File: config.mk
export PLATFORM = sky130hd
export DESIGN_NAME = uot_out
export DESIGN_NICKNAME = d
export VERILOG_FILES = /design/src/sv/uot_pkg.sv /design/src/sv/uot_out.sv
export SDC_FILE = /design/constraint.sdc
export NUM_CORES = 1
export LEC_CHECK = 0
export ABC_AREA = 0
export BUFFER_PORTS_ARGS = -buffer_cell sky130_fd_sc_hd__buf_2
export CELL_PAD_IN_SITES_DETAIL_PLACEMENT = 1
export CELL_PAD_IN_SITES_GLOBAL_PLACEMENT = 2
export CORE_ASPECT_RATIO = 0.6
export CORE_MARGIN = 2
export CORE_UTILIZATION = 29
export DETAILED_ROUTE_END_ITERATION = 6
export PLACE_DENSITY = 0.94
export SLEW_MARGIN = 25
export SYNTH_ARGS = -nofsm -noshare
export SYNTH_HDL_FRONTEND = slang
export SYNTH_SLANG_ARGS = --single-unit
File: constraint.sdc
create_clock -name clk -period 6 [get_ports clk]
set_clock_uncertainty 0.2 [all_clocks]
set_input_delay 1.2 -clock clk [delete_from_list [all_inputs] [get_ports clk]]
set_output_delay 1.2 -clock clk [all_outputs]
set_load 0.01 [all_outputs]
File: src/sv/uot_pkg.sv
`timescale 1ns / 1ps
// ----------------------------------------------------------------------------
// uot_pkg
// Shared types and codes for the unspent output table.
// ----------------------------------------------------------------------------
package uot_pkg;

    localparam int ID_WORDS  = 4;
    localparam int WORD_W    = 64;
    localparam int INDEX_W   = 32;
    localparam int SCRIPT_W  = 8;
    localparam int COUNT_W   = 9;
    localparam int STATUS_W  = 3;

    typedef enum logic [STATUS_W-1:0] {
        ST_OK       = 3'd0,
        ST_SCRIPT   = 3'd1,
        ST_OVERFLOW = 3'd2,
        ST_FULL     = 3'd3,
        ST_NOMATCH  = 3'd4
    } status_t;

    localparam logic CMD_ADD    = 1'b0;
    localparam logic CMD_REMOVE = 1'b1;

    typedef struct packed {
        logic [ID_WORDS-1:0][WORD_W-1:0] id;
        logic [INDEX_W-1:0]              index;
    } key_t;

    typedef struct packed {
        key_t              key;
        logic [WORD_W-1:0] value;
    } entry_t;

    localparam int ENTRY_W = $bits(entry_t);

    typedef struct packed {
        status_t            status;
        logic [COUNT_W-1:0] count;
        logic [WORD_W-1:0]  balance;
    } result_t;

endpackage

File: src/sv/uot_out.sv
`timescale 1ns / 1ps
// ----------------------------------------------------------------------------
// uot_out
// Result register between the sequencer and the downstream receiver.
// ----------------------------------------------------------------------------
module uot_out
    import uot_pkg::*;
(
    input  logic                clk,
    input  logic                rst_n,
    input  logic                res_valid,
    input  result_t             res,
    output logic                res_take,
    output logic                out_valid,
    input  logic                out_stall,
    output logic [STATUS_W-1:0] status,
    output logic [COUNT_W-1:0]  entry_count,
    output logic [WORD_W-1:0]   balance
);

    logic    out_valid_reg;
    result_t out_res_reg;

    assign res_take = res_valid && (!out_valid_reg || !out_stall);

    always_ff @(posedge clk or negedge rst_n)
    begin
        if (!rst_n)
        begin
            out_valid_reg <= 1'b0;
        end
        else if (res_take)
        begin
            out_valid_reg <= 1'b1;
        end
        else if (!out_stall)
        begin
            out_valid_reg <= 1'b0;
        end
    end

    always_ff @(posedge clk)
    begin
        if (res_take)
        begin
            out_res_reg <= res;
        end
    end

    assign out_valid   = out_valid_reg;
    assign status      = out_res_reg.status;
    assign entry_count = out_res_reg.count;
    assign balance     = out_res_reg.balance;

endmodule

* Word level (Yosys, flattened, before mapping)
Cells that the tools add are included.
** Word-level totals
- Input port bits :: 80
- Bits in registers :: 77
- Output and inout port bits :: 78
- Logic and storage cells :: 11
** Cells by class
- Reduce and logical (&&, ||, !) cells :: 4
- Eq/ne operators :: 1
- Multiplexer cells :: 2
** Operators with widths (number)
- $logic_not 1->1 :: 2
- $mux 1 :: 2
- $ne 2x2->1 const B :: 1
- $logic_and 1x1->1 :: 1
- $logic_or 1x1->1 :: 1

* Depth between registers and ports, before layout
Gate-level depths: netlist (run 1).
- Word-level depth :: 4
- Mapped depth :: 1
- Depth with buffers taken out :: 1

* Least setup slack after synthesis (run 1)
OpenSTA, ideal clock, no wires.
- Path kind :: input to output
- Start point :: in out_stall
- End point :: out res_take
- Stages :: 1
- Path buffers :: 0
- Data required time :: 4.600 ns
- Data arrival time :: 3.457 ns
- Slack :: 1.143 ns
- Cell sequence :: a21boi_2
** Between the ends
- Longest elaborated chain between the ends :: 3
** RTL lines
- start: declaration :: RTL line uot_out.sv:15 : input logic out_stall,
- $logic_not 1->1
- $logic_or 1x1->1 :: RTL line uot_out.sv:24 : assign res_take = res_valid && (!out_valid_reg || !out_stall);
- $logic_and 1x1->1 :: RTL line uot_out.sv:24
- end: declaration :: RTL line uot_out.sv:13 : output logic res_take,
Every way passes these cells.

* Worst setup path in the final report (run 1)
- Start point :: in res_valid
- End point :: out res_take
** Between the ends
- Longest elaborated chain between the ends :: 1
** RTL lines
- start: declaration :: RTL line uot_out.sv:11 : input logic res_valid,
- $logic_and 1x1->1 :: RTL line uot_out.sv:24
Every way passes these cells.

==> qor.csv, run 1 <==
metric,value,unit
status,"complete, no violations",
pre_cts_ws,2.98,ns
reg2reg_slack,4.04,ns
worstHoldStart,out_valid$_DFFE_PN0P_,
r2r_start,out_valid$_DFFE_PN0P_,
clock_latency,0.32,ns
fp.dieW,120,µm
drc,0,
rows,25,
synth_top_area_share,98.1,%
fin_nets,328,
track_usage,12.0,%
r2r_cells,2,
die-area,0.00878,mm²
numCtsBuffers,9,
power.clock.fraction,44.9,%
p_total,1.30,mW
postCtsHoldBufs,0,
worstSetupPathType,in -> out,
yosysWarnings,0,
vdd_drop_max,0.203,mV
r2r-end,balance[28]$_DFFE_PP_,
cp_common_cell,buf_2,
path_delay_family,buffers and inverters,
leakage,1.53,nW
mostFrequentLayoutCells,"buf_2, edfxtp_1, clkbuf_16, bufinv_16",
worst_slack,2.99,ns
final_common_cell,buf_2,
whs_path_depth,1,
num_vias,1425,
combPwrFrac,6.4,%
largest_register_ffs,64,
cts_tree,yes,
io_pins,158,
routedWlPerCell,14.7,µm
antenna_found_initial,0,
p_seq_share,48.7,%
core_area,0.00782,mm²
drt_iter0_markers,47,
synth.top_cells.by_area,"edfxtp_1, dfrtp_1, a21boi_2",
synth_seq_area_share,99.2,%
min_period_over_period,50.1,%
antenna_left,0,
powerDensity,363,mW/mm²
max_freq,332,MHz
tightestPinTransition,0.946,ns
cp-end-kind,primary output,
first_global_vias,1487,
cts_buffer_depth,2,
grt_max_degree,77,
cp_data_required_time,4.60,ns
critPathLaunchType,input pin,
drive_gt1_share,68.5,%
wl,5.28,mm
slew-limit-headroom,36.9,%
whs,0.377,ns
crit_arrival,1.61,ns
hold_end,out_valid$_DFFE_PN0P_,
slowest_stage,a21boi_4,
clockRootBuffer,clkbuf_16,
setup_viol,0,
synth_top_cell_by_area,edfxtp_1,
power.switching,240,µW
hold_viol_final,0,
p_sw_share,18.4,%
numPortBuffers,157,
place.gp.congestion,0.671,
syn_inst,79,
finalMaxSlewViolations,0,
syn_area_per_cell,29.4,µm²
cap_violations,0,
min_path_type,reg -> reg,
grt_pass1_wl,7.57,mm
netlist_area,0.00233,mm²
slowest_delay,0.17,ns
cp_cell_sequence,buf_2 -> a21boi_4 -> buf_2,
globalRouteOverflowTotal,0,
die_h,73.4,µm
post_cts_resized,0,
cp_max_fo,2,
setup_tns,0,ns
cts_setup_buffers,0,
rsz0062_at_grt,no,
areaGrowthSynthToFinish,54.3,%
crit_buf_inv,2,
n_antenna_cell,0,
dr.pass1.iters,4,
cts_max_level,3,
synth_cell_type_count,4,
p_int,1.06,mW
cts.sinks,77,
synth_nets,159,
ys_ff_latch,77,
period_minus_slack,3.01,ns
via_per_inst,3.97,
start_util,29.7,%
clk_pin_slew,0.05,ns
-- cells by family (layout without fill, tap and decap cells) --
kind of cell | after synthesis | in the layout | share of synthesized area, %
buffers and inverters | 0 | 172 | 0
DFF | 77 | 77 | 99.2
AOI/OAI and AO/OA | 2 | 2 | 0.807
-- worst max path at each step --
stage	from	slack (ns)	cells past startpoint	end
finish	res_valid	2.99	3	res_take
global route	res_valid	2.95	3	res_take
floorplan	out_stall	1.14	1	res_take
global placement	res_valid	2.99	3	res_take
detailed placement	res_valid	2.98	3	res_take
CTS	res_valid	2.98	3	res_take
-- layer usage --
layer / part of all wire, % / routed length [µm] / GRT usage, %
met2: 44 / 2300 / 16.6
met3: 12 / 633 / 7.38
met4: 0.89 / 47 / 5.49
met1: 44 / 2300 / 15.0
met5: 0 / 0 / 0
-- layout make-up --
type                       instances  area [µm²]
multi-input combinational          2        26.3
tap                              108         135
clock inverter                     5         101
fill                             803        4230
clock buffer                       9         225
sequential                        77        2310
timing repair buffer             158         793
-- cell usage after synthesis, drive strengths merged --
cell	count
a21boi	1
dfrtp	1
a21o	1
edfxtp	76
-- power groups by stage --
stage               Clock, mW  Combinational, mW  Sequential (mW)
global placement            0             0.0822            0.645
floorplan                   0             0.0104            0.664
finish                  0.586             0.0838            0.635
detailed placement          0             0.0857            0.646
global route            0.623             0.0910            0.638
CTS                     0.606             0.0857            0.635
-- through the flow --
stage                     instance area [µm²]  util (%)  std cells
after floorplan                          2330         -         79
after global placement                   3260      41.7        345
after detailed placement                 3260      41.7        345
after CTS                                3590      45.9        359
after global routing                     3590      45.9        359
final                                    3590      45.9        359
Note: power is estimated with default switching activity, not from simulation.
==> run 2, diff against run 1 <==
- CORE_UTILIZATION: 29 -> 24
- PLACE_DENSITY: 0.94 -> 0.84
- clock period: 6 -> 2.6 ns (I/O delays scaled with it)
==> qor.csv, run 2 (synthesized netlist as in run 1, its figures left out) <==
metric,value,unit
numCtsBuffers,9,
wl,5.41,mm
fp.dieW,131,µm
dp_hpwl,4.05,mm
cp_num_cells,2,
max_freq,558,MHz
critPathLaunchType,flop,
place.gp.congestion,0.665,
largest_register_ffs,64,
cp_max_fo,3,
r2r_cells,2,
fin_nets,330,
dp_cells,368,
final_common_cell,buf_2,
die_h,80.3,µm
cap_violations,0,
fill_cells,980,
routedWlPerCell,14.1,µm
leakage,1.53,nW
worstSetupPathType,reg -> out,
setup_tns,0,ns
first_global_vias,1511,
core_area,0.00929,mm²
num_vias,1442,
pre_cts_ws,0.681,ns
grt_pass1_wl,7.76,mm
finalMaxSlewViolations,0,
utilization,38.9,%
min_path_type,in -> reg,
cp_cell_sequence,a21boi_4 -> buf_2,
die-area,0.0105,mm²
clockRootBuffer,clkbuf_16,
cp-end-kind,primary output,
hold_viol_final,0,
fin_cells,384,
crit_buf_inv,1,
cp_data_required_time,1.88,ns
multi_input_area,26.3,µm²
drive_gt1_share,68.1,%
grt_max_degree,44,
r2r_start,out_valid$_DFFE_PN0P_,
tightestPinTransition,0.562,ns
start_util,25.0,%
io_pins,158,
track_usage,10.5,%
slew-limit-headroom,62.5,%
cp-endpoint,res_take,
vdd_drop_max,0.329,mV
whs,0.161,ns
clock_latency,0.33,ns
worst_slack,0.807,ns
drc,0,
rsz0062_at_grt,no,
cts_max_level,3,
mostFrequentLayoutCells,"buf_2, edfxtp_1, clkbuf_16, bufinv_16, buf_4",
path_delay_family,flip-flops,
via_per_inst,3.76,
slowest_delay,0.41,ns
cts_buffer_depth,2,
antenna_left,0,
drt_iter0_markers,50,
numPortBuffers,157,
powerDensity,813,mW/mm²
status,"complete, no violations",
cp-startpoint,out_valid$_DFFE_PN0P_,
period_minus_slack,1.79,ns
areaGrowthSynthToFinish,55.3,%
crit_arrival,1.07,ns
min_period_over_period,69.0,%
antenna_found_initial,0,
reg2reg_slack,0.93,ns
clk_pin_slew,0.06,ns
cts_tree,yes,
n_antenna_cell,0,
cts.sinks,77,
dr.pass1.iters,3,
setup_viol,0,
cts_setup_buffers,0,
slowest_stage,dfrtp_1,
rows,27,
regArea,0.00231,mm²
globalRouteOverflowTotal,0,
r2r-end,balance[50]$_DFFE_PP_,
-- run 2: per-layer routing --
layer  routed length (µm)  global-route usage [%]  vias to the layer above
met4                   88                    5.11                        0
li1                     -                       -                      661
met5                    0                       0                        -
met1                 2130                    11.7                      670
met2                 2220                    14.7                      104
met3                  969                    7.99                        7
-- run 2: final cells by class --
class,instances,area share (%)
Clock buffer,10,6.34
Clock inverter,5,2.11
Multi-Input combinational cell,2,0.727
Sequential cell,77,63.9
Tap cell,130,4.50
Timing Repair Buffer,160,22.4
-- run 2: metrics by stage --
step                area [µm²]  total power, mW
finish                    3610             2.94
global route              3610             3.06
CTS                       3610             2.98
detailed placement        3300             1.69
global placement          3300             1.68
floorplan                 2330             1.56
-- run 2: worst min path at each step --
| stage | startpoint | end | slack (ns) | cells past startpoint |
|---|---|---|---|---|
| after floorplan | rst_n | out_valid$_DFFE_PN0P_ | 0.02 | 0 |
| after global placement | rst_n | out_valid$_DFFE_PN0P_ | 0.09 | 1 |
| after detailed placement | rst_n | out_valid$_DFFE_PN0P_ | 0.1 | 1 |
| after CTS | res[38] | balance[38]$_DFFE_PP_ | 0.14 | 1 |
| after global routing | res[38] | balance[38]$_DFFE_PP_ | 0.14 | 1 |
| final | res[10] | balance[10]$_DFFE_PP_ | 0.16 | 1 |
-- run 2: repair_timing --
item,CTS,global route
hold buffers,1,0
setup endpoints to repair,0,0
endpoints found under the hold margin,1,0
gates resized for setup,0,0
-- run 2: report_power, final --
group	internal [mW]	total, mW	switching [mW]
logic	0.0884	0.196	0.108
clock network	0.829	1.28	0.451
registers	1.45	1.46	0.0145
total	2.37	2.94	0.573
