**src/sv/uot_pkg.sv**
```systemverilog
`timescale 1ns / 1ps
// ----------------------------------------------------------------------------
// uot_pkg
// Shared types and codes for the unspent output table.
// ----------------------------------------------------------------------------
package uot_pkg;

    localparam int ID_WORDS  = 4;
    localparam int WORD_W    = 64;
    localparam int INDEX_W   = 32;
    localparam int SCRIPT_W  = 8;
    localparam int COUNT_W   = 9;
    localparam int STATUS_W  = 3;

    typedef enum logic [STATUS_W-1:0] {
        ST_OK       = 3'd0,
        ST_SCRIPT   = 3'd1,
        ST_OVERFLOW = 3'd2,
        ST_FULL     = 3'd3,
        ST_NOMATCH  = 3'd4
    } status_t;

    localparam logic CMD_ADD    = 1'b0;
    localparam logic CMD_REMOVE = 1'b1;

    typedef struct packed {
        logic [ID_WORDS-1:0][WORD_W-1:0] id;
        logic [INDEX_W-1:0]              index;
    } key_t;

    typedef struct packed {
        key_t              key;
        logic [WORD_W-1:0] value;
    } entry_t;

    localparam int ENTRY_W = $bits(entry_t);

    typedef struct packed {
        status_t            status;
        logic [COUNT_W-1:0] count;
        logic [WORD_W-1:0]  balance;
    } result_t;

endpackage

```
**src/sv/uot_engine.sv**
```systemverilog
`timescale 1ns / 1ps
// ----------------------------------------------------------------------------
// uot_engine
// Request sequencer: appends on add, scans the entry RAM on remove and
// back-fills the freed slot from the last entry.
// ----------------------------------------------------------------------------
module uot_engine
    import uot_pkg::*;
#(
    parameter int CAPACITY         = 256,
    parameter int MAX_SCRIPT_BYTES = 64,
    localparam int ADDR_W = $clog2(CAPACITY),
    localparam int CNT_W  = $clog2(CAPACITY + 1)
) (
    input  logic                clk,
    input  logic                rst_n,
    input  logic                in_valid,
    output logic                in_stall,
    input  logic                command,
    input  logic [WORD_W-1:0]   txid_word0,
    input  logic [WORD_W-1:0]   txid_word1,
    input  logic [WORD_W-1:0]   txid_word2,
    input  logic [WORD_W-1:0]   txid_word3,
    input  logic [INDEX_W-1:0]  output_index,
    input  logic [WORD_W-1:0]   amount,
    input  logic [SCRIPT_W-1:0] script_length,
    output logic                ram_we,
    output logic [ADDR_W-1:0]   ram_waddr,
    output entry_t              ram_wdata,
    output logic [ADDR_W-1:0]   ram_raddr,
    input  entry_t              ram_rdata,
    output logic                res_valid,
    output result_t             res,
    input  logic                res_take
);

    typedef enum logic [4:0] {
        S_IDLE = 5'b00001,
        S_SCAN = 5'b00010,
        S_LAST = 5'b00100,
        S_MOVE = 5'b01000,
        S_EMIT = 5'b10000
    } state_t;

    state_t              state_reg;
    logic [CNT_W-1:0]    held_reg;
    logic [WORD_W-1:0]   total_reg;
    key_t                key_reg;
    logic [CNT_W-1:0]    issue_reg;
    logic                rd_valid_reg;
    logic [ADDR_W-1:0]   rd_slot_reg;
    logic [ADDR_W-1:0]   hit_slot_reg;
    status_t             status_reg;

    logic                accept;
    key_t                in_key;
    logic [WORD_W:0]     sum;
    status_t             add_status;
    logic [CNT_W-1:0]    last;
    logic [ADDR_W-1:0]   last_addr;
    logic                match;

    assign in_stall  = (state_reg != S_IDLE);
    assign accept    = in_valid && (state_reg == S_IDLE);

    assign in_key.id[0] = txid_word0;
    assign in_key.id[1] = txid_word1;
    assign in_key.id[2] = txid_word2;
    assign in_key.id[3] = txid_word3;
    assign in_key.index = output_index;

    // carry out of the 65-bit sum marks a total past 2^64-1
    assign sum       = {1'b0, total_reg} + {1'b0, amount};
    assign last      = held_reg - CNT_W'(1);
    assign last_addr = last[ADDR_W-1:0];
    assign match     = rd_valid_reg && (ram_rdata.key == key_reg);

    always_comb
    begin
        if (script_length > SCRIPT_W'(MAX_SCRIPT_BYTES))
            add_status = ST_SCRIPT;
        else if (sum[WORD_W])
            add_status = ST_OVERFLOW;
        else if (held_reg == CNT_W'(CAPACITY))
            add_status = ST_FULL;
        else
            add_status = ST_OK;
    end

    always_comb
    begin
        ram_raddr = (state_reg == S_LAST) ? last_addr : issue_reg[ADDR_W-1:0];
        ram_we    = 1'b0;
        ram_waddr = held_reg[ADDR_W-1:0];
        ram_wdata.key   = in_key;
        ram_wdata.value = amount;
        if (accept && (command == CMD_ADD) && (add_status == ST_OK))
        begin
            ram_we = 1'b1;
        end
        else if ((state_reg == S_MOVE) && (hit_slot_reg != last_addr))
        begin
            // back-fill the freed slot with the last entry
            ram_we    = 1'b1;
            ram_waddr = hit_slot_reg;
            ram_wdata = ram_rdata;
        end
    end

    always_ff @(posedge clk or negedge rst_n)
    begin
        if (!rst_n)
        begin
            state_reg    <= S_IDLE;
            held_reg     <= '0;
            total_reg    <= '0;
            issue_reg    <= '0;
            rd_valid_reg <= 1'b0;
            status_reg   <= ST_OK;
        end
        else
        begin
            case (state_reg)
                S_IDLE:
                begin
                    if (accept)
                    begin
                        if (command == CMD_ADD)
                        begin
                            status_reg <= add_status;
                            if (add_status == ST_OK)
                            begin
                                held_reg  <= held_reg + CNT_W'(1);
                                total_reg <= sum[WORD_W-1:0];
                            end
                            state_reg <= S_EMIT;
                        end
                        else if (held_reg == '0)
                        begin
                            status_reg <= ST_NOMATCH;
                            state_reg  <= S_EMIT;
                        end
                        else
                        begin
                            issue_reg    <= '0;
                            rd_valid_reg <= 1'b0;
                            state_reg    <= S_SCAN;
                        end
                    end
                end
                S_SCAN:
                begin
                    rd_valid_reg <= (issue_reg < held_reg);
                    if (issue_reg < held_reg)
                    begin
                        issue_reg <= issue_reg + CNT_W'(1);
                    end
                    if (match)
                    begin
                        total_reg <= total_reg - ram_rdata.value;
                        state_reg <= S_LAST;
                    end
                    else if (rd_valid_reg && (rd_slot_reg == last_addr))
                    begin
                        status_reg <= ST_NOMATCH;
                        state_reg  <= S_EMIT;
                    end
                end
                S_LAST:
                begin
                    state_reg <= S_MOVE;
                end
                S_MOVE:
                begin
                    held_reg   <= last;
                    status_reg <= ST_OK;
                    state_reg  <= S_EMIT;
                end
                S_EMIT:
                begin
                    if (res_take)
                    begin
                        state_reg <= S_IDLE;
                    end
                end
                default:
                begin
                    state_reg <= S_IDLE;
                end
            endcase
        end
    end

    // slot pipeline alongside the read, no reset needed
    always_ff @(posedge clk)
    begin
        if (accept)
        begin
            key_reg <= in_key;
        end
        if (state_reg == S_SCAN)
        begin
            rd_slot_reg <= issue_reg[ADDR_W-1:0];
            if (match)
            begin
                hit_slot_reg <= rd_slot_reg;
            end
        end
    end

    assign res_valid   = (state_reg == S_EMIT);
    assign res.status  = status_reg;
    assign res.count   = COUNT_W'(held_reg);
    assign res.balance = total_reg;

endmodule

```
**config.mk**
```make
export PLATFORM = sky130hd
export DESIGN_NAME = uot_engine
export DESIGN_NICKNAME = d
export VERILOG_FILES = /design/src/sv/uot_pkg.sv /design/src/sv/uot_engine.sv
export SDC_FILE = /design/constraint.sdc
export NUM_CORES = 1
export LEC_CHECK = 0
export ABC_AREA = 0
export ABC_CLOCK_PERIOD_IN_PS = 8300
export BUFFER_PORTS_ARGS = -buffer_cell sky130_fd_sc_hd__buf_2
export CAP_MARGIN = 15
export CORE_AREA = 4 4 451 453
export DETAILED_ROUTE_END_ITERATION = 6
export DIE_AREA = 0 0 455 457
export GPL_TIMING_DRIVEN = 1
export PLACE_DENSITY = 0.44
export SETUP_SLACK_MARGIN = 0.2
export SYNTH_ARGS = -nofsm -noshare
export SYNTH_HDL_FRONTEND = slang
export SYNTH_SLANG_ARGS = --single-unit
```
**constraint.sdc**
```tcl
create_clock -name clk -period 8.3 [get_ports clk]
set_clock_uncertainty 0.2 [all_clocks]
set_input_delay 1.66 -clock clk [delete_from_list [all_inputs] [get_ports clk]]
set_output_delay 1.66 -clock clk [all_outputs]
set_load 0.01 [all_outputs]
```
## After elaboration in Yosys (flattened, before gate mapping)

Index checks and enable logic that the tools add are counted.

- Equal/unequal tests: 22
- Magnitude comparators: 2
- Muxes and demuxes: 41
- Add/subtract/negate cells: 5
- Bitwise logic cells: 1
- Reductions and logical operators: 18

Operators with widths:

| operator | count |
|---|---|
| $mux 352 | 2 |
| $eq 288x288->1 | 1 |
| $mux 64 | 4 |
| $pmux 64 s2 | 1 |
| $add 64x64->65 | 1 |
| $sub 64x64->64 | 1 |
| $mux 9 | 7 |
| $pmux 9 s2 | 2 |
| $mux 5 | 6 |
| $pmux 5 s5 | 1 |
| $mux 8 | 3 |
| $add 9x1->9 const B | 2 |
| $mux 3 | 6 |
| $ne 2x2->1 const B | 8 |
| $reduce_and 5->1 | 3 |
| $eq 9x9->1 const B | 1 |
| $logic_not 9->1 | 1 |
| $lt 9x9->1 | 1 |
| $pmux 3 s3 | 1 |
| $sub 9x1->9 const B | 1 |
| $eq 8x8->1 | 1 |
| $gt 8x7->1 const B | 1 |
| $ne 8x8->1 | 1 |
| $reduce_and 4->1 | 2 |
| other kinds (19) | 31 |

- Flip-flop bits (word level): 395
- Input bits: 717
- Logic and storage cells: 102
- Output and inout port bits: 447

## Logic depth before layout (Yosys ltp)

Gate-level depths: netlist of run 1.

- Depth after elaboration: 9
- Gate-level depth with buffers: 15
- Mapped depth without buffers: 14

## Least setup slack after synthesis of run 1

OpenSTA, ideal clock, no wires.

- Kind: in2reg
- Start point: input port in_valid
- End point: register status_reg[0]
- Cell stages on the path: 5
- Path buffers: 0
- Arrival time: 8060 ps
- Library setup time: 121 ps
- Path slack: -81 ps
- Required time: 7979 ps
- Cell sequence: nand2_1 > inv_1 > a21o_1 > nand3b_1 > a22o_1

- Word-level cells in the longest chain between the ends: 3

Ends and longest elaborated chain:

| what | RTL line | source |
|---|---|---|
| start: declaration | uot_engine.sv:17 | `input logic in_valid,` |
| $logic_and 1x1->1 | uot_engine.sv:64 | `assign accept = in_valid && (state_reg == S_IDLE);` |
| via accept | uot_engine.sv:55 | `logic accept;` |
| $ne 2x2->1 (no line) | -- |  |
| $reduce_and 5->1 (no line) | -- |  |
| end signal: assignment | uot_engine.sv:130 | `status_reg <= add_status;` |
| end: declaration | uot_engine.sv:53 | `status_t status_reg;` |

The timed path passes the listed nets, and every way through them passes these cells.
A chain may end at the register's enable or synchronous reset.

## Worst setup path in the final report of run 1

- Start point: register held_reg[0]
- End point: output port ram_waddr[6]

- Word-level cells in the longest chain between the ends: 7
- Elaborated cells on any way between the ends: 11
- Classes of those cells: add/sub (1); eq/ne (2); mux (5); reduce/logical (3)

Ends and longest elaborated chain:

| what | RTL line | source |
|---|---|---|
| start: declaration | uot_engine.sv:46 | `logic [CNT_W-1:0] held_reg;` |
| start signal: assignment | uot_engine.sv:133 | `held_reg <= held_reg + CNT_W'(1);` |
| start signal: assignment | uot_engine.sv:175 | `held_reg <= last;` |
| branches (longest 6 deep; another with $sub 9x1->9) | -- |  |
| $mux 8 (*) | uot_engine.sv:97 | `if (accept && (command == CMD_ADD) && (add_status == ST_OK))` |
| end: declaration | uot_engine.sv:28 | `output logic [ADDR_W-1:0] ram_waddr,` |

Mark *: on every way between the ends.

==> flow_summary.yaml, run 1 <==
routing:
  totalWireLength_um: 253000
  ant_nets: 0
  vias: 32571
  drt_iter0_markers: 3779
  drc: 0
  wire_per_inst_um: 36.0
  dr.pass1.iters: 6
  via_per_inst: 4.63
die:
  dieArea_um2: 208000
  rows: 164
  die_w_um: 455
  die_h_um: 457
  core_um2: 199000
  io_pins: 1164
  start_util: 0.153
logic_synthesis:
  syn_area_per_cell_um2: 10.0
  synthFlopType: "edfxtp_1"
  synth_nets: 3892
  netlist_instances: 3035
  yosysUniqueCellTypes: 104
  netlist_area_um2: 30400
  yosysSeqAreaShare: 0.375
  yosysWarnings: 0
  synthArstFlopShare: 0.230
  ys_ff_latch: 395
  synth_edf_count: 304
sta:
  worst_pin_slew_ps: 1220
  fmax_mhz: 139
  hold_viol: 0
  slew_headroom: 0.185
  slew_viol_final: 0
  period_needed_ps: 7220
  setup_viol: 0
  hold_ws_ps: 272
  fin_tns_setup_ps: 0
  rsz0062_at_grt: "no"
  fin_crit_sh: 0.869
clock_network:
  ctsResizeCount: 0
  post-cts-setup-buffers: 0
  max-clock-path-buffers: 3
  insertion_delay_ps: 720
  cts_root_buffer: "clkbuf_16"
  cts.sinks: 395
  clk_pin_slew_worst_paths_ps: 60
  cts_tree: "yes"
  postCtsHoldBufs: 0
  cts_buffers: 57
  htreeDepth: 2
power:
  p_switching_w: 0.00557
  share_comb_of_total_power: 0.515
  netSwitchingFraction: 0.462
  p_clk_frac: 0.214
  leakagePower_nw: 17.6
  ir_worst_vdd_v: 0.000192
  intPower_w: 0.00647
  seqPwrFrac: 0.271
  power_per_cell_area_nw_per_um2: 289
final_layout:
  fin_nets: 5028
  multi_input_area_um2: 17600
  area_growth_pct: 36.7
  fillers: 22227
  layout-drive-gt1-share: 0.404
  largest_reg_flops: 288
  seq_area_um2: 11400
setup_path:
  reg2regPathDepth: 12
  slowest_delay_ps: 970
  rrSetupSlack_ps: 2700
  required_ps: 6440
  cp.arrival_ps: 5360
  crit_buf_inv: 3
  endpoint_kind: "output port"
  crit_cells: 11
  worstSetupPathType: "register to output port"
  cp-start-kind: "register"
  path_cells: "inv_1 > ha_1 > xnor2_1 > xnor2_1 > nor3_1 > nand3_1 > nor4_1 > nor2_4 > buf_4 > o21ai_0 > buf_2"
  crit_slowest_cell: "nor4_1"
  cpMostUsedCell: "xnor2_1"
  worst-path-max-fanout: 80
  crit_family: "simple AND/OR/NAND/NOR gates"
grt:
  grt_pass1_wl_um: 316000
  antenna_found_initial: 290
  grt_pass1_vias: 29940
  grt_max_degree: 164
  grt_usage: 0.232
  grtUsageMet2: 0.320
  gr-max-usage-layer: "met2"
  grt_overflow: 0
  gr-usage-met3: 0.140
  met1_usage: 0.295
place:
  portBuffers: 1163
  place.gp.congestion: 1.08
  hpwlAfterDp_um: 222000
worst_hold_path:
  hold_path.class: "register to register"
  hold_depth: 0
flow_run:
  maxCapViolCount: 0
run_status:
  status: "finished clean"
-- logic make-up after synthesis --
family,synth area share
flops,0.375
buf+inv,0.0473
fa+ha+maj,0.0581
compound gates,0.166
simple gates,0.129
mux,0.148
xor+xnor,0.0777
-- synth_stat cells (all sizes together) (50+ instances only) --
library cell  instances  area (µm²)
o21ai               128         656
a21o                 81         608
nand2b               86         538
inv                 246         923
xor2                122        1070
mux2                385        4370
edfxtp              304        9130
nor4                 51         350
buf                  54         310
clkbuf               54         203
o22ai                50         313
nor2                141         537
a21oi               201        1030
dfrtp                90        2250
ha                  138        1730
nand4                74         478
nand2               163         619
xnor2               148        1300
nor2b                53         332
-- per-stage QoR --
step / setup slack [ps] / utilization / area [µm²] / power, W / std cells
global route: 910 / 0.207 / 41300 / 0.0127 / 6934
floorplan: 1570 / - / 30400 / 0.00705 / 3035
detailed placement: 1150 / 0.197 / 39300 / 0.00939 / 6767
CTS: 1030 / 0.207 / 41100 / 0.0121 / 6875
global placement: 1190 / 0.197 / 39300 / 0.00939 / 6766
finish: 1080 / 0.209 / 41600 / 0.0120 / 7041
-- worst paths after layout --
path	end	startpoint
setup / recovery	ram_waddr[6]	held_reg[0]$_DFFE_PN0P_
hold / removal	hit_slot_reg[4]$_DFFE_PP_	rd_slot_reg[4]$_DFFE_PP_
min in group asynchronous	total_reg[19]$_DFFE_PN0P_	rst_n
max in group asynchronous	total_reg[44]$_DFFE_PN0P_	rst_n
setup reg to reg	total_reg[25]$_DFFE_PN0P_	key_reg[134]$_DFFE_PP_
hold reg to reg	hit_slot_reg[4]$_DFFE_PP_	rd_slot_reg[4]$_DFFE_PP_
-- placed cells by master, fill, tap and decap left out, types with 19 or more instances in the layout --
master	count
a21o_1	81
xor2_1	122
a21oi_1	197
o22ai_1	50
o2111ai_1	21
xnor2_1	148
inv_1	244
nand2b_1	86
diode_2	165
dfrtp_1	90
clkinv_1	19
buf_4	19
clkbuf_16	57
o21ai_0	118
a31oi_1	27
nor4_1	45
o21bai_1	28
nor3_1	31
o21a_1	22
mux2_2	370
nor2_1	139
a211oi_1	27
nor2b_1	53
buf_2	1163
nand2_1	162
and3_1	19
ha_1	138
nand4_1	73
nand3_1	45
edfxtp_1	304
-- area by class of cell --
type,instances,share of cell area
flip-flops and latches,395,0.274
well taps,2656,0.0799
diodes,165,0.00993
multi-input cells,2285,0.424
clock buffers,64,0.0349
repair buffers,1185,0.145
clock inverters,44,0.0101
inverters,247,0.0224
-- routing by layer --
metal,up-vias,wire (µm)
met5,-,1000
met4,150,9700
met3,530,37500
met2,1871,99700
met1,16221,105000
li1,13799,-
-- power groups by stage --
stage / combinational (W) / sequential, W / clock (W)
global route: 0.00669 / 0.00331 / 0.00271
global placement: 0.00611 / 0.00328 / 0
detailed placement: 0.00610 / 0.00329 / 0
floorplan: 0.00379 / 0.00326 / 0
CTS: 0.00614 / 0.00326 / 0.00266
finish: 0.00620 / 0.00326 / 0.00258
(Power assumes the default switching activity.)
==> inputs of run 2 (changes only) <==
--- a/config.mk
+++ b/config.mk
@@ -8,10 +8,11 @@
 export ABC_AREA = 0
 export ABC_CLOCK_PERIOD_IN_PS = 8300
 export BUFFER_PORTS_ARGS = -buffer_cell sky130_fd_sc_hd__buf_2
-export CAP_MARGIN = 15
+export CAP_MARGIN = 20
 export CORE_AREA = 4 4 451 453
 export DETAILED_ROUTE_END_ITERATION = 6
 export DIE_AREA = 0 0 455 457
+export GPL_ROUTABILITY_DRIVEN = 0
 export GPL_TIMING_DRIVEN = 1
 export PLACE_DENSITY = 0.44
 export SETUP_SLACK_MARGIN = 0.2
==> constraint.sdc (replaced) <==
create_clock -name clk -period 8.3 [get_ports clk]
set_clock_uncertainty 0.2 [all_clocks]
set_input_delay 1.245 -clock clk [delete_from_list [all_inputs] [get_ports clk]]
set_output_delay 1.245 -clock clk [all_outputs]
set_load 0.01 [all_outputs]
==> run 2 against run 1 <==
  * Cell count grew 0.62%
  * Sequential cell count did not move
  * Worst setup slack improved by 560 ps
  * Highest routed layer unchanged
  * Critical endpoint is now ram_wdata[162]
==> flow_summary.yaml, run 2 (synthesis results as in run 1) <==
worst_hold_path:
  hold_depth: 0
  hold_end: "hit_slot_reg[6]$_DFFE_PP_"
  hold_path.class: "register to register"
  hold_start: "rd_slot_reg[6]$_DFFE_PP_"
sta:
  setup_viol: 0
  fin_tns_setup_ps: 0
  slew_headroom: 0.186
  fin_crit_sh: 0.802
  worst_pin_slew_ps: 1190
  period_needed_ps: 6650
  slew_viol_final: 0
  hold_viol: 0
  fmax_mhz: 150
  rsz0062_at_grt: "no"
final_layout:
  final_cell_mix: "buf_2, mux2_2, edfxtp_1"
  stdcell_count: 7085
  largest_reg_flops: 288
  area_growth_pct: 36.8
  fin_nets: 5024
  layout-drive-gt1-share: 0.403
  mostFrequentLayoutCell: "buf_2"
setup_path:
  reg2regPathDepth: 9
  crit_buf_inv: 4
  reg2reg_to: "total_reg[43]$_DFFE_PN0P_"
  cp.arrival_ps: 5210
  slowest_delay_ps: 770
  crit_slowest_cell: "buf_4"
  rrSetupSlack_ps: 2870
  crit_family: "buffers and inverters"
  r2r-start: "key_reg[267]$_DFFE_PP_"
  setup.worst_path.start: "held_reg[0]$_DFFE_PN0P_"
  cp-start-kind: "register"
  worst-path-max-fanout: 68
  path_cells: "inv_1 > ha_1 > nand4_1 > xnor2_1 > xnor2_1 > nor4_1 > nor2_4 > buf_4 > buf_4 > mux2_2 > buf_2"
  worstSetupPathType: "register to output port"
  required_ps: 6860
  endpoint_kind: "output port"
clock_network:
  ctsResizeCount: 0
  insertion_delay_ps: 720
  max-clock-path-buffers: 3
  postCtsHoldBufs: 0
  post-cts-setup-buffers: 0
  clk_pin_slew_worst_paths_ps: 60
  cts_tree: "yes"
  cts.sinks: 395
  cts_root_buffer: "clkbuf_16"
  htreeDepth: 2
  cts_buffers: 55
routing:
  totalWireLength_um: 249000
  via_per_inst: 4.72
  wire_per_inst_um: 35.1
  vias: 33427
  ant_nets: 0
  drc: 0
  dr.pass1.iters: 7
  drt_iter0_markers: 3948
die:
  dieArea_um2: 208000
  die_w_um: 455
  rows: 164
  core_um2: 199000
  start_util: 0.153
  io_pins: 1164
  die_h_um: 457
place:
  place_inst: 6766
  portBuffers: 1163
  hpwlAfterDp_um: 217000
grt:
  grt_usage: 0.227
  grt_overflow: 0
  grt_pass1_vias: 30211
  grt_max_degree: 138
  grt_pass1_wl_um: 312000
  antenna_found_initial: 248
run_status:
  status: "finished clean"
power:
  ir_worst_vdd_v: 0.000184
  power_per_cell_area_nw_per_um2: 287
  leakagePower_nw: 17.6
flow_run:
  maxCapViolCount: 0
[run 2: cell types whose count changed in the layout (fill, tap and decap cells not counted), sizes merged]
cell    before   now
clkinv      37    33
buf       1185  1183
clkbuf      64    60
diode      165   218
bufinv       5     6
[run 2: area by class of cell]
| cell class | count | area [µm²] |
|---|---|---|
| antenna | 218 | 546 |
| multi-input combinational | 2285 | 17600 |
| tap | 2656 | 3320 |
| fill | 22146 | 158000 |
| clock inverter | 41 | 407 |
| inverter | 247 | 936 |
| clock buffer | 60 | 1400 |
| sequential | 395 | 11400 |
| timing repair buffer | 1183 | 6000 |
[run 2: through the flow]
stage	hold WS [ps]	power, W	instance area [µm²]	util	worst slack [ps]
after floorplan	247	0.00710	30400	-	334
after global placement	258	0.00932	39300	0.197	1890
after detailed placement	264	0.00934	39300	0.197	1840
after CTS	275	0.0119	41100	0.206	1540
after global routing	284	0.0126	41400	0.208	1300
final	270	0.0119	41600	0.209	1650
[run 2: worst max path at each step]
stage,end,depth (start not counted)
3_5_place_dp,ram_we,13
6_report,ram_wdata[162],11
4_1_cts,ram_wdata[162],11
2_1_floorplan,status_reg[0]$_DFFE_PN0P_,5
3_3_place_gp,ram_we,13
5_1_grt,ram_wdata[162],11
[run 2: routing by layer]
layer	global-route usage	vias up	share of wire	wire (µm)
li1	-	13842	-	-
met1	0.274	16549	0.39	98200
met2	0.304	2343	0.39	96600
met3	0.157	549	0.16	41000
met4	0.0933	144	0.046	11400
met5	0.0422	-	0.0072	1790
[run 2: report_power, final]
part           internal (W)  total, W  switching [W]
logic               0.00224   0.00615        0.00391
registers           0.00280   0.00328       0.000472
clock network       0.00140   0.00252        0.00112
