**src/sv/uot_ram.sv**
```systemverilog
`timescale 1ns / 1ps
// ----------------------------------------------------------------------------
// uot_ram
// Generic single-port-write, single-port-read RAM with registered read data.
// ----------------------------------------------------------------------------
module uot_ram #(
    parameter int WIDTH = 8,
    parameter int DEPTH = 16,
    localparam int AW = (DEPTH > 1) ? $clog2(DEPTH) : 1
) (
    input  logic             clk,
    input  logic             we,
    input  logic [AW-1:0]    waddr,
    input  logic [WIDTH-1:0] wdata,
    input  logic [AW-1:0]    raddr,
    output logic [WIDTH-1:0] rdata
);

    logic [WIDTH-1:0] mem_reg [DEPTH];
    logic [WIDTH-1:0] rdata_reg;

    always_ff @(posedge clk)
    begin
        if (we)
        begin
            mem_reg[waddr] <= wdata;
        end
        rdata_reg <= mem_reg[raddr];
    end

    assign rdata = rdata_reg;

endmodule

```
**config.mk**
```make
export PLATFORM = sky130hd
export DESIGN_NAME = uot_ram
export DESIGN_NICKNAME = d
export VERILOG_FILES = /design/src/sv/uot_ram.sv
export SDC_FILE = /design/constraint.sdc
export NUM_CORES = 1
export LEC_CHECK = 0
export ABC_AREA = 1
export CAP_MARGIN = 25
export CORE_UTILIZATION = 60
export CTS_CLUSTER_SIZE = 8
export DETAILED_ROUTE_END_ITERATION = 8
export DONT_BUFFER_PORTS = 1
export MAX_ROUTING_LAYER = met4
export PLACE_DENSITY = 0.76
export SLEW_MARGIN = 20
export SYNTH_ARGS = -nofsm -noshare
export SYNTH_HDL_FRONTEND = slang
export SYNTH_SLANG_ARGS = --single-unit
```
**constraint.sdc**
```tcl
create_clock -name clk -period 1.5 [get_ports clk]
set_clock_uncertainty 0.1 [all_clocks]
set_input_delay 0.15 -clock clk [delete_from_list [all_inputs] [get_ports clk]]
set_output_delay 0.15 -clock clk [all_outputs]
set_load 0.01 [all_outputs]
```
# Word level (Yosys, flattened, before mapping)
# Memory sizes are Yosys's and may differ from the RTL's. A register that Yosys moved wholly into a read port is not among the register bits.
# Index checks and enable logic that the tools add are counted.
# word_totals
elab_cells	3
mem_count	1
regBits	0
out_inout_bits	8
in_bits	18
ramBits	128
# memory_table
memory	words	word_bits	read_ports	rd_ports_with_merged_regs	wr	line	text
mem_reg	16	8	1	1	1	19	logic [WIDTH-1:0] mem_reg [DEPTH];
# op_classes
mux	2
# op_table
cell	n
2-to-1 mux 1 bit	2

# Depth between registers and ports, before layout
# Gate-level depths: netlist (run 1).
# depth
depth_word	2
ltp_mapped	8
mapped_depth_nobuf	7

# Worst setup path after synthesis (run 1)
# No wires, ideal clock.
# synth_timing
kind	input-to-reg
startpoint	in waddr[2]
endpoint	mem mem_reg[10][0] (enable)
n_path_buf	0
t_required_ns	1.030
slack_ns	0.299
t_arrival_ns	0.731
cell_stages	2
path_cell_list	nand3b_1 -> nor2_1
# synth_lines
item	line	text
start, declared	13	input logic [AW-1:0] waddr,
end, declared	19	
# No word-level cell before the write port.

# Worst setup path after layout (run 1)
# layout_timing
startpoint	reg rdata_reg[2], in the netlist rdata[2] (read register of mem_reg)
endpoint	out rdata[2]
# layout_lines
item	line	text
start, declared	20	logic [WIDTH-1:0] rdata_reg;
end, declared	16	output logic [WIDTH-1:0] rdata
# No word-level cell between the ends.

==> impl.org, run 1 <==
** Outcome
- Status :: finished with violations
- The final reports fail on hold timing.

** Placed design
- Port buffering added 0 buffers.
- Placer's final routability congestion estimate :: between 0.8 and 0.9
- Once detailed placement completed, the half-perimeter wirelength came to 7520 um.
- Post-placement setup slack :: about 310 ps

** Synth
- A synthesized cell averages around 10 um^2.
- Share of synthesized area occupied by flip-flops and latches :: a little over two thirds
- Ys Warns :: 0
- Count of unique library cells instantiated by Yosys :: 12
- The mapped netlist covers 5770 um^2.
- Counting flops and latches in the post-synthesis netlist gives about 140.
- Net count of the mapped netlist :: around 570
- Synthesized netlist cell count :: around 550

** Clock network
- The H-tree generated during clock tree synthesis spans 4 levels.
- In this run, post-CTS hold repair placed 13 buffers.
- In this run the deepest clock path goes through 2 buffers.
- Clock tree synthesis inserted a total of 17 buffers.
- After clock tree synthesis, the clock-pin slew on the worst setup and hold paths is approximately 60 ps.
- For this design, the sink count on the clock tree is about 140.
- CTS tree :: yes
- Clock latency at the later pin of the worst-skew pair :: 520 ps
- Library cell used as clock root buffer :: clkbuf_8

** Critical path
- The worst setup path is of the flop to output pin kind.
- Sort of element at the end of the critical path :: output pin
- Required time reported for the critical path endpoint :: between 1000 and 1500 ps
- Reg-to-reg slack, setup :: roughly 400 ps
- Crit Path Max Fanout :: 1
- Capture point of the worst reg-to-reg path :: rdata[6]
- Startpoint type of the worst setup path :: flop
- Launching point of the worst reg2reg path :: mem_reg[12][6]
- Reg2Reg Depth :: 6
- STA puts the critical path data arrival time at 940 ps.

** Timing
- Actual slew at the worst max-slew pin :: between 700 and 800 ps
- Final hold vios :: 8
- Summed over all failing endpoints, the final setup total negative slack is 0 ps.
- Unrepaired setup endpoints after global routing :: no
- The final count of pins violating max slew is 0.
- Headroom to the max-slew limit :: between 40% and 50%
- Across all setup checks in the final design, the least slack found is ~310 ps.
- Counting I/O delays and the setup requirement, the final critical path takes 1190 ps.
- Setup violations remaining at the end of the flow were counted as 0.
- Final cycle utilization of the critical path :: around 80%
- Final hold analysis gives a worst-case slack of -133 ps.
- Upper clock frequency limit :: ~0.84 GHz

** Route
- DRC violation count after routing :: 0
- Avg WL per Cell :: ~18 um
- Detailed-route via count :: 3887
- Final routed wirelength across all metal layers :: 12600 um
- Before antenna repair, the detailed router went through 6 iterations.
- The first routing iteration left ~450 violations.
- Remaining antenna violation count after routing :: 0
- Via density per instance :: ~5.4

** Final layout
- Cells fill 71.9% of the core in the end.
- Registers take 4000 um^2.
- Of the cells placed in the final design, the portion with a size suffix greater than 1 is 9.44%.
- The repair_antennas step left the layout with diodes totalling 0.
- Counting the fill cells in the layout gives between 600 and 700.
- Total Nets Final :: roughly 600
- Area growth syn-to-layout :: 15.7%
- Area occupied by multi-input gates :: between 1000 and 1500 um^2
- Flip-flop count of the largest register, all copies and words added :: about 130

** Flow run
- Maximum capacitance violations :: 0

** Worst hold path
- The worst hold path begins at raddr[0].
- Worst Hold End :: rdata[6]
- The worst hold path belongs to the class input port to flop.
- The worst hold path was traced through 5 stages.

** Pwr
- Share of total power in the clock network :: 46.5%
- Worst VDD drop :: 0.868 mV
- Sequential cells account for 48.4% of the total power.
- Power density relative to cell area :: 1330 nW/um^2
- The analysis attributes to cell leakage a power of 2.89 nW.
- In this run the power spent charging and discharging nets is 1.92 mW.
- In this run switching power makes up between 20% and 30% of total power.
- The internal power of the cells totals just under 7 mW.
- Part of the total power dissipated in combinational logic :: 5.1%

** GRT
- Grt ovf :: 0
- The number of antenna violations at the first check in global routing was 0.
- Across every metal layer, demand over resource in global routing totals between 20% and 30%.
- Entering global routing, the biggest net connects 66 pins.
- The first global-routing pass estimated just under 20000 um of wire.
- Via count of the first global-routing pass :: roughly 3800

** Floorplanning
- The die is 100 um wide.
- After floorplanning, the core was sized to cover between 9000 and 10000 um^2.
- In this run the vertical extent of the chip is around 100 um.
- Die area :: 10000 um^2
- The floorplan has 35 rows.
- Initial Util :: 62.1%
- Top-level I/O count :: 26
## synthesized netlist by cell type
master,instances,area (um^2)
buf_1,1,3.75
buf_2,13,65.1
buf_4,4,30.0
buf_6,6,67.6
dfxtp_1,8,160
edfxtp_1,128,3840
inv_1,100,375
inv_2,2,7.51
nand2_1,173,649
nand3_1,97,485
nand3b_1,2,15.0
nor2_1,17,63.8
## cells in the final DEF, fill, tap and decap left out
master and n:
buf_12 3, buf_4 21, bufinv_16 3, clkbuf_1 2
clkbuf_16 16, clkbuf_8 1, clkinv_2 1, clkinv_4 2
clkinvlp_4 3, dfxtp_1 8, dlygate4sd3_1 9, dlymetal6s4s_1 1
edfxtp_1 128, inv_1 100, inv_2 2, inv_6 4
nand2_1 173, nand3_1 97, nand3b_1 2, nor2_1 17
## cell type report
| cell class | instances | share of cell area (%) |
|---|---|---|
| clock buffers | 19 | 6.32 |
| clock inverters | 13 | 2.55 |
| inverters | 102 | 5.74 |
| multi-input cells | 289 | 18.2 |
| flip-flops and latches | 136 | 60.0 |
| well taps | 129 | 2.42 |
| repair buffers | 34 | 4.80 |
## worst register-to-register path, cell delays in order, from the launching register on
cell and delay, ps:
edfxtp_1 370, inv_1 60, nand2_1 50, nand3_1 120, nand3_1 110, nand3_1 130
nand2_1 60
## through the flow
| stage | total power, mW | cell area (um^2) | cells |
|---|---|---|---|
| global route | 9.12 | 6670 | 722 |
| finish | 8.87 | 6670 | 722 |
| CTS | 8.91 | 6690 | 724 |
| detailed placement | 4.71 | 5960 | 679 |
| global placement | 4.70 | 5960 | 679 |
| floorplan | 4.66 | 5770 | 551 |
## layer usage
| layer | routed length, um | vias up | track usage (%) |
|---|---|---|---|
| li1 | - | 1832 | - |
| met1 | 5150 | 1830 | 36.7 |
| met2 | 6040 | 192 | 42.3 |
| met3 | 1070 | 33 | 7.03 |
| met4 | 382 | 0 | 15.8 |
| met5 | 0 | - | - |
## power by group through the flow
stage / combinational (mW) / sequential [mW] / clock [mW]
6_report: 0.452 / 4.30 / 4.12
5_1_grt: 0.501 / 4.30 / 4.31
4_1_cts: 0.448 / 4.30 / 4.16
3_5_place_dp: 0.336 / 4.38 / 0
3_3_place_gp: 0.326 / 4.38 / 0
2_1_floorplan: 0.300 / 4.36 / 0
## logic make-up after synthesis
logic type	share of synthesized area (%)
simple gates	21.0
buf+inv	9.52
flops	69.4
## how the worst max path moves through the flow
stage	cells after the start	end	start
2_1_floorplan	2	mem_reg[10][0]	waddr[2]
3_3_place_gp	6	rdata[5]	raddr[1]
3_5_place_dp	3	mem_reg[11][7]	waddr[2]
4_1_cts	6	rdata[5]	raddr[2]
5_1_grt	6	rdata[7]	raddr[2]
6_report	0	rdata[2]	rdata[2]
## timing repair
item | 4_1_cts | 5_1_grt
endpoints found under the setup margin | 0 | 8
resized for setup | 0 | 1
hold endpoints to repair | 136 | 8
setup buffers | 0 | 0
Note: power is estimated with default switching activity, not from simulation.
==> run 2: changes to the inputs <==
- ABC_AREA: 1 -> 0
- CORE_UTILIZATION: 60 -> 56
- PLACE_DENSITY: 0.76 -> 0.74
- clock period: 1.5 -> 1.05 ns (I/O delays scaled with it)
==> impl.org, run 2 <==
** Outcome
- Status: finished with violations (unchanged).
- Failing checks: DRC, hold timing, setup timing (was hold timing).

** Synth
- The part of the Yosys area used for sequential elements is 77.8% (was 69.4%).
- The number of enable-type register cells in the synthesized netlist is 128 (unchanged).
- Portion of synthesized cell area occupied by the leading cell type :: 74.7% (was 66.7%)
- The synthesis-stage register bit count was 136 (unchanged).
- Most used flip-flop cell after synthesis :: edfxtp_1 (unchanged)
- Synthesized area per cell :: 22.5 um^2 (was 10.5 um^2)
- The number of nets in the synthesized netlist came to 247 (was 569).
- Async SR Flop Fraction :: 0% (unchanged)
- Leading cell types by total area after synthesis :: edfxtp_1, mux4_2, mux4_1 (was edfxtp_1, nand2_1, nand3_1)
- The cell accounting for the most synthesized area was edfxtp_1 (unchanged).
- The netlist area before placement was 5150 um^2 (was 5770 um^2).
- Top cells by instance count after synthesis: edfxtp_1, mux4_2, a22oi_1, mux4_1, nor2_1 (was nand2_1, edfxtp_1, inv_1, nand3_1, nor2_1).
- Most common cell in the netlist :: edfxtp_1 (was nand2_1)
- The number of distinct library cell variants in the gate-level netlist after synthesis was 19 (was 12).
- The cell count after synthesis is 229 (was 551).
- Ys Warns :: 0 (unchanged)

** Route
- DRC violation count after routing :: 2 (was 0)
- The number of nets still failing antenna checks after routing is 0 (unchanged).
- The routed via count came to 2418 (was 3887).
- The first-pass iteration count of the detailed router came to 7 (was 6).
- The violation count after the first detailed-route iteration was 223 (was 445).
- The total detailed-routing wirelength is 10100 um (was 12600 um).
- Avg WL per Cell :: 26.0 um (was 17.5 um)
- Via density per instance :: 6.22 (was 5.38)

** Timing
- Headroom to the max-slew limit :: 40.3% (was 46.8%)
- Dividing the final minimum period by the clock period gives 134%.
- The final setup violation count was 16 (was 0).
- Upper clock frequency limit :: 0.709 GHz
- Total count of max-transition violations in the final report :: 0 (unchanged)
- Final-layout setup total negative slack :: -2680 ps (was 0 ps)
- The final critical-path setup slack was -360 ps (was 308 ps).
- Unrepaired setup endpoints after global routing :: yes (was no)
- Final critical path time including I/O delays and setup :: between 1000 and 1500 ps
- Worst-case hold slack :: -190 ps (was -133 ps)
- The transition time of the tightest slew-check pin was 894 ps (was 798 ps).
- The hold violation count in the final report is 10 (was 8).

** Pwr
- LEAKAGE :: 2.05 nW (was 2.89 nW)
- Power density relative to cell area :: 1990 nW/um^2 (was 1330 nW/um^2)
- Worst VDD drop :: 1.06 mV (was 0.868 mV)
- The power consumption is 12.6 mW (was 8.87 mW).

** Clock network
- CTS Sinks :: 136 (unchanged)
- The number of hold-repair buffers added at the cts stage is 10 (was 13).
- The clock tree from TritonCTS was yes (unchanged).
- The deepest level of the CTS H-tree was 4 (unchanged).
- Number of clock buffers inserted by TritonCTS :: 17 (unchanged)
- Buffers inserted during post-CTS setup optimization :: 0 (unchanged)
- Clock latency at the later pin of the worst-skew pair :: 520 ps (about the same)
- The clock root buffer master was clkbuf_8 (unchanged).
- The maximum number of buffers from clock root to sink came to 2 (unchanged).
- The clock transition at the registers of the reported paths came to 60 ps (about the same).

** GRT
- The number of antenna violations at the first check in global routing came to 0 (unchanged).
- GRT met2 Usage :: 35.9% (was 42.3%)
- The routing usage on met1 is 33.9% (was 36.7%).
- Busiest layer in global routing :: met2 (unchanged)
- Via count of the first global-routing pass :: 2524 (was 3798)
- Largest net degree at the start of global routing :: 33 (was 66)
- Grt ovf :: 0 (unchanged)
- The global-route total usage across every layer is 24.6% (was 28.6%).
- Wire length of the first global-routing pass :: 15600 um (was 19900 um)
- Met3 usage :: 6.80% (was 7.03%)

** Final layout
- The proportion of layout cells with a drive suffix above 1 was 39.5% (was 9.44%).
- Diode insertion count for antenna repair :: 0 (unchanged)
- Area growth syn-to-layout :: 22.8% (was 15.7%)
- The number of nets at the end of the flow is 287 (was 598).
- Flip-flop count of the largest register, all copies and words added :: 128 (unchanged)
- Most common cell after layout, fill and taps aside :: edfxtp_1 (was nand2_1)
- Most frequent cells in the layout: edfxtp_1, mux4_2, clkbuf_16 (was nand2_1, edfxtp_1, inv_1).
- The share of the core filled with cells in the final layout was 71.8% (was 71.9%).

** Floorplanning
- The horizontal die dimension came to 97.9 um (was 100 um).
- Die area :: 9580 um^2 (was 10000 um^2)
- The overall die height was 97.9 um (was 100 um).
- Initial Util :: 58.5% (was 62.1%)
- Row Count :: 34 (was 35)
- The count of boundary I/O pins was 26 (unchanged).
- The standard cell core area came to 8810 um^2 (was 9280 um^2).

** Placed design
- The routability congestion estimate from global placement was 0.680 (was 0.880).
- Detailed Place HPWL :: 5710 um (was 7520 um)
- I/O Buffers :: 0 (unchanged)

** Critical path
- The slowest stage of the critical path is the mux4_2 cell.
- The class of the most critical setup path is flop to flop (was flop to output pin).
- The signal on the critical path passes through mux4_2, a22oi_2, nand2_1.
- The highest net fanout along the worst path was 1 (unchanged).
- The required time of the critical path is 1340 ps (was 1250 ps).
- The kind of start point of the critical path was a flop (unchanged).
- CP arrival :: 1700 ps (was 940 ps)
- In this design, the stage delay of the slowest critical-path cell is between 500 and 600 ps.
- The minimum setup slack among reg-to-reg paths came to -360 ps (was 390 ps).
- Sort of element at the end of the critical path :: flop (was output pin)

** Flow run
- The max-cap check violation count is 0 (unchanged).

** Worst hold path
- Path category of the worst min-delay check :: input port to flop (unchanged)
run 2: cell count changes after synthesis, moves of 14 or more:
| cell | before | now |
|---|---|---|
| a22oi_1 | 0 | 16 |
| inv_1 | 100 | 0 |
| mux4_1 | 0 | 14 |
| mux4_2 | 0 | 18 |
| nand2_1 | 173 | 9 |
| nand3_1 | 97 | 1 |
run 2: cells by family (layout without fill, tap and decap cells):
kind of cell    count (synthesis)  after routing  share of synthesized area, %
buf+inv                        10             62                          1.68
compound gates                 16             16                          2.33
flops                         136            136                          77.8
mux                            32             32                          15.0
simple gates                   35             35                          3.18
run 2: final cells by class:
cell class	count	area, um^2
Clock buffer	20	425
Clock inverter	11	155
Fill cell	490	2490
Multi-Input combinational cell	83	1150
Sequential cell	136	4020
Tap cell	108	135
Timing Repair Buffer	31	438
run 2: path summary, 6_finish.rpt:
kind              cells after the start  endpoint           from
setup / recovery                      3  rdata[3]  mem_reg[2][3]
setup reg to reg                      3  rdata[3]  mem_reg[2][3]
hold reg to reg                       3  rdata[5]  mem_reg[7][5]
hold / removal                        3  rdata[5]       raddr[1]
run 2: stage by stage:
| stage | hold slack [ps] | area, um^2 | setup slack [ps] | cells |
|---|---|---|---|---|
| final | -190 | 6320 | -360 | 389 |
| after global routing | -198 | 6320 | -374 | 389 |
| after CTS | -213 | 6300 | -361 | 389 |
| after detailed placement | 104 | 5580 | -405 | 348 |
| after global placement | 105 | 5580 | -348 | 348 |
| after floorplan | 104 | 5230 | -258 | 229 |
run 2: what timing repair did:
action,4_1_cts,5_1_grt
gates resized for setup,17,5
setup endpoints to repair,16,48
endpoints found under the hold margin,192,31
pin swaps,3,3
run 2: worst max-delay path: cells and delay by family, from the launching register on:
kind,cells,cell delay (ps)
and+or+nand+nor,1,70
muxes,1,510
AOI/OAI and AO/OA,1,210
DFF,1,400
run 2: metal layers:
layer / share of wire, % / up-vias
met5: 0 / -
li1: - / 1038
met1: 42 / 1250
met3: 7.4 / 13
met4: 1.4 / 0
met2: 49 / 117
run 2: power by group:
group          internal, mW  switching [mW]  leakage (nW)
registers              6.08          0.0681          1.23
clock network          3.81            2.08         0.283
logic                 0.265           0.264         0.541
total                  10.2            2.41          2.05
==> run 3: changes to the inputs <==
- ABC_AREA: 0 -> 1
- CORE_UTILIZATION: 56 -> 57
- PLACE_DENSITY: 0.74 -> 0.75
==> impl.org, run 3 (synthesis results as in run 1) <==
** Clock network
- The clock tree from TritonCTS was yes (unchanged).
- The clock transition at the registers of the reported paths is 60 ps (about the same).
- The number of hold-repair buffers added at the cts stage is 11 (was 10).
- The latest clock arrival within the worst-skew pair was 530 ps (was 520 ps).
- The maximum number of buffers from clock root to sink was 2 (unchanged).
- Library cell used as clock root buffer :: clkbuf_8 (unchanged)
- The deepest level of the CTS H-tree came to 4 (unchanged).
- Number of clock buffers inserted by TritonCTS :: 17 (unchanged)
- CTS Sinks :: 136 (unchanged)

** Pwr
- Share of total power in the clock network :: 47.0% (was 46.8%)
- The proportion of power drawn by combinational gates is 5.7% (was 4.2%).
- Worst VDD drop :: 1.65 mV (was 1.06 mV)
- Power density relative to cell area :: 1850 nW/um^2 (was 1990 nW/um^2)
- Switching power :: 2.67 mW (was 2.41 mW)
- Fraction of power spent switching nets :: 20.6% (was 19.2%)
- Sequential share of power :: 47.3% (was 49.0%)
- The static leakage came to 3.03 nW (was 2.05 nW).
- The cell internal power dissipation came to 10.3 mW (was 10.2 mW).

** Route
- Remaining antenna violation count after routing :: 0 (unchanged)
- Detailed-route via count :: 3935 (was 2418)
- DRC violation count after routing :: 0 (was 2)
- Avg WL per Cell :: 18.1 um (was 26.0 um)
- Via density per instance :: 5.40 (was 6.22)
- Final routed wirelength across all metal layers :: 13200 um (was 10100 um)
- The first-pass iteration count of the detailed router was 6 (was 7).
- Detailed Route Iter0 Violations :: 313 (was 223)

** GRT
- The wire length of the first global-routing pass was 20000 um (was 15600 um).
- All-layer global routing usage :: 28.2% (was 24.6%)
- The number of global-route vias before repair was 3864 (was 2524).
- Initial antenna violation count :: 0 (unchanged)
- Grt ovf :: 0 (unchanged)
- The pin count of the biggest net entering global routing was 66 (was 33).

** Final layout
- The proportion of layout cells with a drive suffix above 1 came to 20.8% (was 39.5%).
- The leading cell type in the layout, fill and taps excluded was nand2_1 (was edfxtp_1).
- End-of-flow core utilization :: 71.9% (was 71.8%)
- Total Nets Final :: 601 (was 287)
- Most frequent cells in the layout :: nand2_1, edfxtp_1, inv_1 (was edfxtp_1, mux4_2, clkbuf_16)
- The area growth from synthesis to final layout was 21.9% (was 22.8%).
- The post-route standard cell area excluding fillers came to 7030 um^2 (was 6320 um^2).
- Diode insertion count for antenna repair :: 0 (unchanged)
- Final-layout fill cell count :: 639 (was 490)
- Flip-flop count of the largest register, all copies and words added :: 128 (unchanged)

** Timing
- The final setup violation count is 11 (was 16).
- Total count of max-transition violations in the final report :: 0 (unchanged)
- Final cycle utilization of the critical path :: 106% (was 134%)
- The final critical-path setup slack came to -64.5 ps (was -360 ps).
- Unrepaired setup endpoints after global routing: yes (unchanged).
- Final hold vios :: 8 (was 10)
- Worst-case hold slack :: -313 ps (was -190 ps)
- Headroom to the max-slew limit :: 47.4% (was 40.3%)
- The transition time of the tightest slew-check pin was 787 ps (was 894 ps).
- The highest clock frequency the design can meet is 0.897 GHz (was 0.709 GHz).
- Final critical path time including I/O delays and setup :: 1110 ps (was 1410 ps)

** Critical path
- The worst setup path endpoint is rdata[5] (was rdata[3]).
- Critical path startpoint :: mem_reg[2][5] (was mem_reg[2][3])
- Required time reported for the critical path endpoint :: 1370 ps (was 1340 ps)
- The class of the most critical setup path is flop to flop (unchanged).
- The endpoint of the worst register-to-register path is rdata[5] (was rdata[3]).
- The highest net fanout along the worst path was 1 (unchanged).
- Sort of element at the end of the critical path :: flop (unchanged)
- The minimum setup slack among reg-to-reg paths was -60 ps (was -360 ps).
- Reg2Reg Depth :: 6 (was 3)
- The kind of start point of the critical path is a flop (unchanged).
- CP arrival :: 1430 ps (was 1700 ps)
- Launching point of the worst reg2reg path :: mem_reg[2][5] (was mem_reg[2][3])

** Placed design
- The post-detailed-placement half-perimeter wirelength came to 7590 um (was 5710 um).
- The cell area after placement is 6040 um^2 (was 5580 um^2).
- I/O Buffers :: 0 (unchanged)
- Placer's final routability congestion estimate :: 0.929 (was 0.680)

** Flow run
- Maximum capacitance violations :: 0 (unchanged)

** Floorplanning
- The standard cell core area is 9770 um^2 (was 8810 um^2).
- Vertical die dimension :: 103 um (was 97.9 um)
- The count of boundary I/O pins came to 26 (unchanged).
- Initial Util :: 59.0% (was 58.5%)
- The floorplan die area was 10500 um^2 (was 9580 um^2).
- The horizontal die dimension came to 103 um (was 97.9 um).
- The number of standard-cell rows in the floorplan came to 36 (was 34).

** Outcome
- Status: finished with violations (unchanged).
- Failing checks :: hold timing, setup timing (was DRC, hold timing, setup timing)

** Worst hold path
- Path category of the worst min-delay check :: input port to flop (unchanged)
-- run 3: metrics by stage --
step / cells / setup WS [ps] / power [mW] / TNS [ps]
after global placement: 686 / -37.5 / 6.75 / -988
final: 729 / -64.5 / 13.0 / -312
after detailed placement: 686 / -48.2 / 6.77 / -2310
after global routing: 729 / -99.4 / 13.3 / -920
after CTS: 729 / -68.4 / 13.0 / -613
after floorplan: 551 / -106 / 6.66 / -8440
-- run 3: worst max-delay path, stage by stage, from the launching register on --
cell	delay, ps
edfxtp_1	390
nand2_1	90
nand2_1	50
nand2_1	100
nand3_2	110
nand3_2	110
nand2_1	60
-- run 3: worst min path at each step --
| stage | from | to | slack, ps | cells past startpoint |
|---|---|---|---|---|
| 6_report | raddr[2] | rdata[4] | -310 | 3 |
| 5_1_grt | raddr[2] | rdata[3] | -310 | 3 |
| 4_1_cts | raddr[2] | rdata[4] | -340 | 3 |
| 3_5_place_dp | wdata[1] | mem_reg[7][1] | 100 | 0 |
| 3_3_place_gp | wdata[1] | mem_reg[7][1] | 100 | 0 |
| 2_1_floorplan | wdata[0] | mem_reg[0][0] | 100 | 0 |
-- run 3: area by class of cell --
cell class	instances	area [um^2]	share of cell area, %
Clock inverter	12	174	2.47
Timing Repair Buffer	37	379	5.39
Tap cell	133	166	2.37
Sequential cell	136	4020	57.2
Clock buffer	20	445	6.34
Inverter	102	383	5.45
Multi-Input combinational cell	289	1460	20.8
-- run 3: what timing repair did --
| item | 4_1_cts | 5_1_grt |
|---|---|---|
| hold endpoints to repair | 157 | 8 |
| gates resized for setup | 29 | 36 |
| cloned | 0 | 0 |
| buffers inserted | 0 | 0 |
| endpoints found under the setup margin | 14 | 45 |
| pin swaps | 5 | 21 |
-- run 3: per-layer routing --
layer	routed length, um	global-route usage, %	share of wire, %
met1	4960	33.8	38
met2	6770	44.2	51
met3	963	6.78	7.3
met4	491	15.1	3.7
met5	0	-	0
-- run 3: power by group through the flow --
stage	Combinational, mW	Sequential (mW)	Clock [mW]
floorplan	0.432	6.23	0
global route	0.809	6.15	6.38
CTS	0.692	6.14	6.15
finish	0.745	6.14	6.10
detailed placement	0.528	6.25	0
global placement	0.512	6.24	0
